--- config.mk ---
export PLATFORM = sky130hd
export DESIGN_NAME = sqfx_norm
export DESIGN_NICKNAME = d
export VERILOG_FILES = /design/src/sv/sqfx_pkg.sv /design/src/sv/sqfx_norm.sv
export SDC_FILE = /design/constraint.sdc
export NUM_CORES = 1
export LEC_CHECK = 0
export BUFFER_PORTS_ARGS = -buffer_cell sky130_fd_sc_hd__buf_2
export CORE_MARGIN = 2
export CORE_UTILIZATION = 59
export DETAILED_ROUTE_END_ITERATION = 8
export PLACE_DENSITY = 0.85
export SLEW_MARGIN = 5
export SYNTH_ARGS = -nofsm -noshare
export SYNTH_HDL_FRONTEND = slang
export SYNTH_SLANG_ARGS = --single-unit
--- constraint.sdc ---
create_clock -name clk -period 4.58 [get_ports clk]
set_input_delay 0.916 -clock clk [delete_from_list [all_inputs] [get_ports clk]]
set_output_delay 0.916 -clock clk [all_outputs]
set_load 0.02 [all_outputs]
--- src/sv/sqfx_pkg.sv ---
// Shared constants, types and arithmetic helpers for the fixed-point square root unit.
`default_nettype none

package sqfx_pkg;

  // Register stages from operand capture to the result register.
  localparam int NUM_STAGES = 9;

  // One load enable per register stage; bit 0 is the first stage.
  typedef logic [NUM_STAGES-1:0] stage_en_t;

  // Linear interpolation across one octave.
  localparam logic [31:0] BASE_EVEN   = 32'd3037000499;
  localparam logic [31:0] BASE_ODD    = 32'd2147483648;
  localparam logic [31:0] SLOPE_EVEN  = 32'd1257966796;
  localparam logic [31:0] SLOPE_ODD   = 32'd889516851;

  // First parabolic correction.
  localparam logic [31:0] SPREAD_X    = 32'd1473799776;
  localparam logic [31:0] GAIN_Y_ODD  = 32'd1220935711;
  localparam logic [31:0] GAIN_Y_EVEN = 32'd1726663841;

  // Second parabolic correction.
  localparam logic [31:0] SPLIT_M     = 32'd1963258675;
  localparam logic [31:0] INV_LEFT    = 32'd2348995613;
  localparam logic [31:0] INV_RIGHT   = 32'd1977814028;
  localparam logic [31:0] GAIN_L_EVEN = 32'd417068;
  localparam logic [31:0] GAIN_L_ODD  = 32'd294912;
  localparam logic [31:0] GAIN_R_EVEN = 32'd379995;
  localparam logic [31:0] GAIN_R_ODD  = 32'd268697;

  localparam logic [31:0] HALF_WORD   = 32'h8000_0000;
  localparam logic [31:0] MAX_POS     = 32'h7FFF_FFFF;

  // Upper word of an unsigned 32x32 product.
  function automatic logic [31:0] hi_mul(input logic [31:0] a, input logic [31:0] b);
    logic [63:0] prod;
    prod = {32'd0, a} * {32'd0, b};
    return prod[63:32];
  endfunction

  // Bits below the leading one, left-aligned; a lone leading one leaves nothing.
  function automatic logic [31:0] mant_align(input logic [31:0] v, input logic [5:0] p);
    logic [5:0] sh;
    sh = 6'd33 - p;
    return sh[5] ? 32'd0 : (v << sh[4:0]);
  endfunction

  // Doubled distance of a mantissa from the middle of its range.
  function automatic logic [31:0] fold_d2(input logic [31:0] m);
    logic [31:0] d;
    d = m[31] ? (m - HALF_WORD) : (MAX_POS - m);
    return {d[30:0], 1'b0};
  endfunction

  // Octave shift of the result: (32 - p) / 2, for p in 1..32.
  function automatic logic [3:0] half_shift(input logic [5:0] p);
    logic [5:0] t;
    t = 6'd32 - p;
    return t[4:1];
  endfunction

  // Full octave shift: 32 - p, for p in 1..32.
  function automatic logic [4:0] tail_shift(input logic [5:0] p);
    logic [5:0] t;
    t = 6'd32 - p;
    return t[4:0];
  endfunction

endpackage

`default_nettype wire

--- src/sv/sqfx_norm.sv ---
// Leading-one detection and mantissa alignment, two register stages.
`default_nettype none

module sqfx_norm import sqfx_pkg::*; (
  input  wire logic        clk,
  input  wire stage_en_t   en,
  input  wire logic [31:0] operand,
  output logic [31:0]      v2,
  output logic [5:0]       p2,
  output logic [31:0]      m2
);

  logic [31:0] v1;
  logic [5:0]  p1;
  logic [5:0]  pos;

  // Position of the highest set bit, counted from one; zero for a zero operand.
  always_comb begin
    pos = 6'd0;
    for (int i = 0; i < 32; i++) begin
      if (operand[i]) begin
        pos = 6'(i + 1);
      end
    end
  end

  // First stage holds the operand and its leading-one position.
  always_ff @(posedge clk) begin
    if (en[0]) begin
      v1 <= operand;
      p1 <= pos;
    end
  end

  // Second stage adds the left-aligned mantissa.
  always_ff @(posedge clk) begin
    if (en[1]) begin
      v2 <= v1;
      p2 <= p1;
      m2 <= mant_align(v1, p1);
    end
  end

endmodule

`default_nettype wire

==> results of run 1 <==
kinds of logic after synthesis:
family                     share of synthesized area
adders and majority gates                    0.00229
DFF                                            0.594
buffers and inverters                         0.0387
AOI/OAI and AO/OA                              0.142
xor gates and xnor gates                     0.00321
muxes                                          0.133
and+or+nand+nor                               0.0860
layer usage:
layer / global-route usage / share of wire / up-vias
met1: 0.361 / 0.44 / 1924
li1: - / - / 1792
met3: 0.0397 / 0.071 / 22
met5: 0 / 0 / -
met2: 0.385 / 0.47 / 215
met4: 0.0864 / 0.019 / 0
layout make-up:
type / instances / share of cell area
Clock buffer: 9 / 0.0200
Inverter: 10 / 0.00605
Timing Repair Buffer: 112 / 0.0936
Tap cell: 111 / 0.0224
Sequential cell: 108 / 0.523
Clock inverter: 7 / 0.0117
Multi-Input combinational cell: 259 / 0.323
path summary, 6_finish.rpt:
path	end	startpoint	cells past startpoint	slack (ns)
setup / recovery	m2[30]	p1[1]	8	1.56
hold / removal	v2[31]	v1[31]	0	0.47
hold reg to reg	v2[31]	v1[31]	0	0.47
setup reg to reg	m2[30]	p1[1]	8	1.56
registers in the layout (all words and copies together) (netlist names):
| signal | count |
|---|---|
| p1 | 6 |
| p2 | 6 |
| v1 | 32 |
| v2 | 32 |
| m2 | 32 |
metrics by stage:
step	hold slack [ns]	power, mW	instances	utilization
final	0.471	2.42	616	0.681
after global routing	0.477	2.52	616	0.681
after CTS	0.471	2.42	616	0.681
after detailed placement	0.444	1.86	600	0.659
after global placement	0.444	1.84	600	0.659
after floorplan	0.421	1.68	399	-
critical path: cells and delay by family (launching register included):
| kind | cells | cell delay [ns] |
|---|---|---|
| buffers and inverters | 2 | 0.56 |
| multiplexers | 1 | 0.36 |
| flip-flops | 1 | 0.41 |
| AO/OA/AOI/OAI | 4 | 0.77 |
| adder cells (fa/ha/maj) | 1 | 0.66 |
power by group through the flow:
stage | Clock (mW) | Sequential, mW | Combinational, mW
after floorplan | 0 | 1.31 | 0.367
after global placement | 0 | 1.26 | 0.580
after detailed placement | 0 | 1.26 | 0.593
after CTS | 0.578 | 1.24 | 0.595
after global routing | 0.621 | 1.25 | 0.648
final | 0.574 | 1.24 | 0.604
cells in the mapped netlist, drive strengths merged (9+ instances only):
library cell  instances  area (µm²)
nor3                 13        65.1
mux2i                39         390
buf                  19         163
nand2                17        63.8
inv                  10        37.5
edfxtp              108        3240
mux4                  9         203
a21oi                13        65.1
o21ai                11        58.8
mux2                 12         135
a211oi               10        95.1
nor2                 36         135
o22ai                11        75.1
==> impl_metrics.toml, run 1 <==
[outcome]
run_status = "finished, final reports clean"

[floorplan]
chipHeight_um = 100
ios = 112
die_ar_mm2 = 0.0100
core_region_area_mm2 = 0.00911
dieWidth_um = 100
initial_core_util = 0.599
placement_rows = 35

[global_route]
grt_pass1_wl_um = 19000
grt_pass1_vias = 3628
grtUsageTotal = 0.248
gr-total-overflow = 0
grt_start_max_net_pins = 45
antenna_violations_before_repair = 0

[power_and_ir_drop]
power-per-cell-area_mw_per_mm2 = 390
p_leak_nw = 2.43
internal_power_mw = 1.64
pwr-share-seq = 0.513
irDropWorstVdd_uv = 253
power.clock.fraction = 0.237
netSwitchingFraction = 0.323
power.combinational.fraction = 0.250
net_switching_power_mw = 0.782

[layout]
synthToLayoutAreaGrowth_pct = 13.6
layout.area.seq_mm2 = 0.00324
design_area_mm2 = 0.00620
n_fill_cell = 688
layout_common_cells = "108 x sky130_fd_sc_hd__edfxtp_1, 104 x sky130_fd_sc_hd__buf_2, 39 x sky130_fd_sc_hd__mux2i_1, 36 x sky130_fd_sc_hd__nor2_1, 17 x sky130_fd_sc_hd__nand2_1"
final_layout_size_suffix_gt1_frac = 0.303
antenna_cells_inserted = 0
num-nets-final = 543
final_common_cell = "sky130_fd_sc_hd__edfxtp_1"
multi_input_area_mm2 = 0.00200

[setup_path]
largest_fanout_on_the_critical_path = 24
worstPathArrival_ns = 3.15
worst_path_cell_trace = "inv_2 > ha_2 > buf_4 > mux2i_1 > a22o_1 > a221o_1 > o22ai_1 > a221o_1"
biggest_cell_delay_along_the_critical_path_ns = 0.66
worstPathRequired_ns = 4.71
startpoint_type = "flop"
critical_path.slowest_cell = "sky130_fd_sc_hd__ha_2"
timing.setup.critical_path_class = "flop to flop"
worst_setup_path_end_kind = "flop"
cp_common_cell = "sky130_fd_sc_hd__a221o_1"

[routing]
ant_nets = 0
detail_route.drc_violations = 0
routed_wl_um = 12200
detailroute.via_count = 3953
drt-wirelength-per-cell_um = 19.8
drt-pass1-iter-count = 5
viasPerCell = 6.42
dr.first_iter.drc_count = 366

[clock_tree]
cts.root.buffer_cell = "sky130_fd_sc_hd__clkbuf_8"
tritoncts.num_buffers = 9
clock_tree.buffer_depth = 2
clock_tree_from_tritoncts = "built"
cts_hold_repair.buffers = 0
cts.sinks = 108
ctsResizeCount = 0
h-tree-depth = 3
cts_setup_buffers = 0
clk_slew_on_worst_s_h_paths_ns = 0.12
insertion_delay_ns = 0.38

[sta]
max_clock_freq_mhz = 331
postLayoutSetupSlackWorst_ns = 1.56
slew_headroom = 0.334
max_slew.worst_pin.slew_ns = 0.996
setup_repair_after_global_routing_missed_its_margin = "false"
report.final.setup_viol = 0
setup_tns_ns = 0
finalCritPeriodShare = 0.659
final.setup_skew_ns = 0.0185
final_period_minus_worst_setup_slack_ns = 3.02
final-max-slew-violation-count = 0
hold_violations = 0

[synthesis]
synthFlopType = "sky130_fd_sc_hd__edfxtp_1"
synth.net_count = 442
syn_inst_count = 399
synth-seq-cells = 108
synth.yosys.seq_area_share = 0.594
avgSynthCellArea_um2 = 13.7
synth_cell_type_count = 61
number_of_enable_flip_flop_cells_after_synthesis = 108
ys_warn_count = 0
syn_area_mm2 = 0.00546
postSynth.asyncResetShare = 0

[placed_design]
hpwl_um = 8960
placement.io_buffers = 104
post-place-ws_ns = 1.61
globalplace.congestion = 0.933
placedInstanceArea_mm2 = 0.00600

[flow_run]
drv_cap = 0

[worst_hold_path]
min_delay_worst_type = "flop to flop"
Note: power is estimated with default switching activity, not from simulation.
==> run 2, diff against run 1 <==
--- a/config.mk
+++ b/config.mk
@@ -5,11 +5,12 @@
 export SDC_FILE = /design/constraint.sdc
 export NUM_CORES = 1
 export LEC_CHECK = 0
+export ABC_AREA = 1
 export BUFFER_PORTS_ARGS = -buffer_cell sky130_fd_sc_hd__buf_2
 export CORE_MARGIN = 2
-export CORE_UTILIZATION = 59
+export CORE_UTILIZATION = 55
 export DETAILED_ROUTE_END_ITERATION = 8
-export PLACE_DENSITY = 0.85
+export PLACE_DENSITY = 0.8
 export SLEW_MARGIN = 5
 export SYNTH_ARGS = -nofsm -noshare
 export SYNTH_HDL_FRONTEND = slang
==> constraint.sdc (replaced) <==
create_clock -name clk -period 2.8 [get_ports clk]
set_input_delay 0.56 -clock clk [delete_from_list [all_inputs] [get_ports clk]]
set_output_delay 0.56 -clock clk [all_outputs]
set_load 0.02 [all_outputs]
==> run 2 against run 1 <==
Against the previous run: sequential share of layout area is 0.93 points higher; area after synthesis is 3.8% lower; first-iteration DRC count is 20% lower; critical path type unchanged; combinational power is 50% higher; clock-buffer cell count stayed put; critical endpoint is now m2[25]; clock power is 66% higher; fmax is 29% higher; synthesized cell count is 38% higher; largest cell class unchanged; critical path depth is 1 lower; non-clock buffer count is 1 higher; worst setup slack worse by 1.1 ns; largest power group unchanged; global-route usage is 0.82 points lower.
==> impl_metrics.toml, run 2 <==
[synthesis]
postSynth.asyncResetShare = 0
synthMostInstantiatedCell = "sky130_fd_sc_hd__nand2_1"
synthFlopType = "sky130_fd_sc_hd__edfxtp_1"
most_area_hungry_cell_type_in_the_yosys_netlist = "sky130_fd_sc_hd__edfxtp_1"
synth-seq-cells = 108
number_of_enable_flip_flop_cells_after_synthesis = 108
synth.net_count = 592
avgSynthCellArea_um2 = 9.57
syn_area_mm2 = 0.00525
ys_warn_count = 0
synth_cell_type_count = 31
synth_top_cells_by_count = "179 x sky130_fd_sc_hd__nand2_1, 108 x sky130_fd_sc_hd__edfxtp_1, 45 x sky130_fd_sc_hd__nor2_1"
ys_top_cells_by_area = "sky130_fd_sc_hd__edfxtp_1 62%, sky130_fd_sc_hd__nand2_1 13%, sky130_fd_sc_hd__o21ai_1 4.1%, sky130_fd_sc_hd__nor2_1 3.2%, sky130_fd_sc_hd__nand3_1 3.0%"
syn_inst_count = 549
synth.yosys.seq_area_share = 0.618
synth.top_cell.area_share = 0.618

[setup_path]
biggest_cell_delay_along_the_critical_path_ns = 0.46
worstPathRequired_ns = 2.89
startpoint_type = "flop"
worstPathArrival_ns = 2.43
cp_common_cell = "sky130_fd_sc_hd__buf_4"
timing.setup.critical_path_class = "flop to flop"
worst_path_cell_trace = "inv_2 > buf_4 > nand3_1 > xor2_2 > buf_4 > or2_1 > o32ai_1"
largest_fanout_on_the_critical_path = 32
worst_setup_path_end_kind = "flop"
cp_num_buf_inv = 3
critical_path.slowest_cell = "sky130_fd_sc_hd__or2_1"
path_delay_family = "simple AND/OR/NAND/NOR gates"

[floorplan]
die_ar_mm2 = 0.0103
dieWidth_um = 102
ios = 112
chipHeight_um = 102
placement_rows = 35
initial_core_util = 0.568
core_region_area_mm2 = 0.00924

[sta]
final-max-slew-violation-count = 0
final.setup_skew_ns = 0.0269
setup_repair_after_global_routing_missed_its_margin = "false"
report.final.setup_viol = 0
slew_headroom = 0.425
final_period_minus_worst_setup_slack_ns = 2.34
setup_tns_ns = 0
max_clock_freq_mhz = 427
hold_violations = 0
postLayoutSetupSlackWorst_ns = 0.457
fin_hold_ws_ns = 0.361
finalCritPeriodShare = 0.837
max_slew.worst_pin.slew_ns = 0.863

[layout]
postLayoutCoreUtil = 0.659
layout.area.seq_mm2 = 0.00324
n_fill_cell = 733
final_common_cell = "sky130_fd_sc_hd__nand2_1"
layout_common_cells = "179 x sky130_fd_sc_hd__nand2_1, 108 x sky130_fd_sc_hd__edfxtp_1, 104 x sky130_fd_sc_hd__buf_2, 45 x sky130_fd_sc_hd__nor2_1, 43 x sky130_fd_sc_hd__o21ai_1"
multi_input_area_mm2 = 0.00167
largest_registers = "m2 (32), v1 (32), v2 (32)"
final_layout_size_suffix_gt1_frac = 0.226
layoutNonFillerInstCount = 779
design_area_mm2 = 0.00609
antenna_cells_inserted = 0
num-nets-final = 688
synthToLayoutAreaGrowth_pct = 16.0

[power_and_ir_drop]
pwr-share-seq = 0.520
totalPowerFinal_mw = 3.87
irDropWorstVdd_uv = 298
net_switching_power_mw = 1.28
power-per-cell-area_mw_per_mm2 = 635
internal_power_mw = 2.59
power.clock.fraction = 0.246
power.combinational.fraction = 0.235
netSwitchingFraction = 0.332
p_leak_nw = 2.65

[clock_tree]
clock_tree.buffer_depth = 2
cts.root.buffer_cell = "sky130_fd_sc_hd__clkbuf_8"
clock_tree_from_tritoncts = "built"
h-tree-depth = 3
cts_setup_buffers = 0
clk_slew_on_worst_s_h_paths_ns = 0.12
cts_hold_repair.buffers = 0
insertion_delay_ns = 0.39
ctsResizeCount = 0
cts.sinks = 108
tritoncts.num_buffers = 9

[routing]
drt-pass1-iter-count = 6
drt-wirelength-per-cell_um = 15.3
detailroute.via_count = 4225
ant_nets = 0
detail_route.drc_violations = 0
routed_wl_um = 11900
viasPerCell = 5.42
dr.first_iter.drc_count = 293

[global_route]
grt_pass1_vias = 3892
grt_start_max_net_pins = 39
gr-total-overflow = 0
grt_pass1_wl_um = 19100
grtUsageTotal = 0.240
antenna_violations_before_repair = 0

[placed_design]
post-place-ws_ns = 0.395
globalplace.congestion = 0.905
hpwl_um = 8760
placement.io_buffers = 104
placedInstanceArea_mm2 = 0.00589
post-place-cells = 763

[flow_run]
drv_cap = 0

[outcome]
run_status = "finished, final reports clean"

[worst_hold_path]
min_delay_worst_type = "primary input to flop"
-- run 2: cell types whose count changed in the layout (fill, tap and decap cells not counted), sizes merged, moves of 9 or more --
cell / delta
nor3: -12
o21ai: +49
mux2: -12
a211oi: -9
mux4: -9
nor2: +9
inv: +31
nand2: +162
nand3: +30
mux2i: -37
-- run 2: path summary, 6_finish.rpt --
| kind | from | endpoint | slack (ns) | cells after the start |
|---|---|---|---|---|
| setup / recovery | p1[1] | m2[25] | 0.46 | 7 |
| hold / removal | operand[6] | v1[6] | 0.36 | 1 |
| setup reg to reg | p1[1] | m2[25] | 0.46 | 7 |
| hold reg to reg | v1[31] | v2[31] | 0.48 | 0 |
-- run 2: cells by family after synthesis --
family | count (synthesis) | share of synthesized area
adder cells (fa/ha/maj) | 1 | 0.00238
AND/OR/NAND/NOR | 264 | 0.200
multiplexers | 2 | 0.00381
buffers and inverters | 74 | 0.0643
flip-flops | 108 | 0.618
XOR/XNOR | 3 | 0.00643
AO/OA/AOI/OAI | 97 | 0.106
-- run 2: layer usage --
metal,vias to the layer above,GRT usage,wire length (µm)
met1,1964,0.334,5270
met3,19,0.0386,683
met5,-,0,0
met4,0,0.0863,223
met2,168,0.385,5750
li1,2074,-,-
-- run 2: layout make-up --
type / count / share of cell area
Clock buffer: 9 / 0.0203
Inverter: 46 / 0.0374
Tap cell: 129 / 0.0265
Sequential cell: 108 / 0.532
Timing Repair Buffer: 113 / 0.0965
Clock inverter: 7 / 0.0127
Multi-Input combinational cell: 367 / 0.274
-- run 2: worst register-to-register path, cell delays in order (launching register included) --
cell and delay [ns]:
sky130_fd_sc_hd__edfxtp_1 0.43, sky130_fd_sc_hd__inv_2 0.09, sky130_fd_sc_hd__buf_4 0.30, sky130_fd_sc_hd__nand3_1 0.19, sky130_fd_sc_hd__xor2_2 0.19, sky130_fd_sc_hd__buf_4 0.18, sky130_fd_sc_hd__or2_1 0.46, sky130_fd_sc_hd__o32ai_1 0.21
-- run 2: power by group through the flow --
stage	clock network, mW	logic, mW	registers, mW
after global placement	0	0.879	2.04
after global routing	1.03	1.01	2.02
after detailed placement	0	0.898	2.05
final	0.951	0.908	2.01
after floorplan	0	0.506	2.14
after CTS	0.964	0.903	2.01
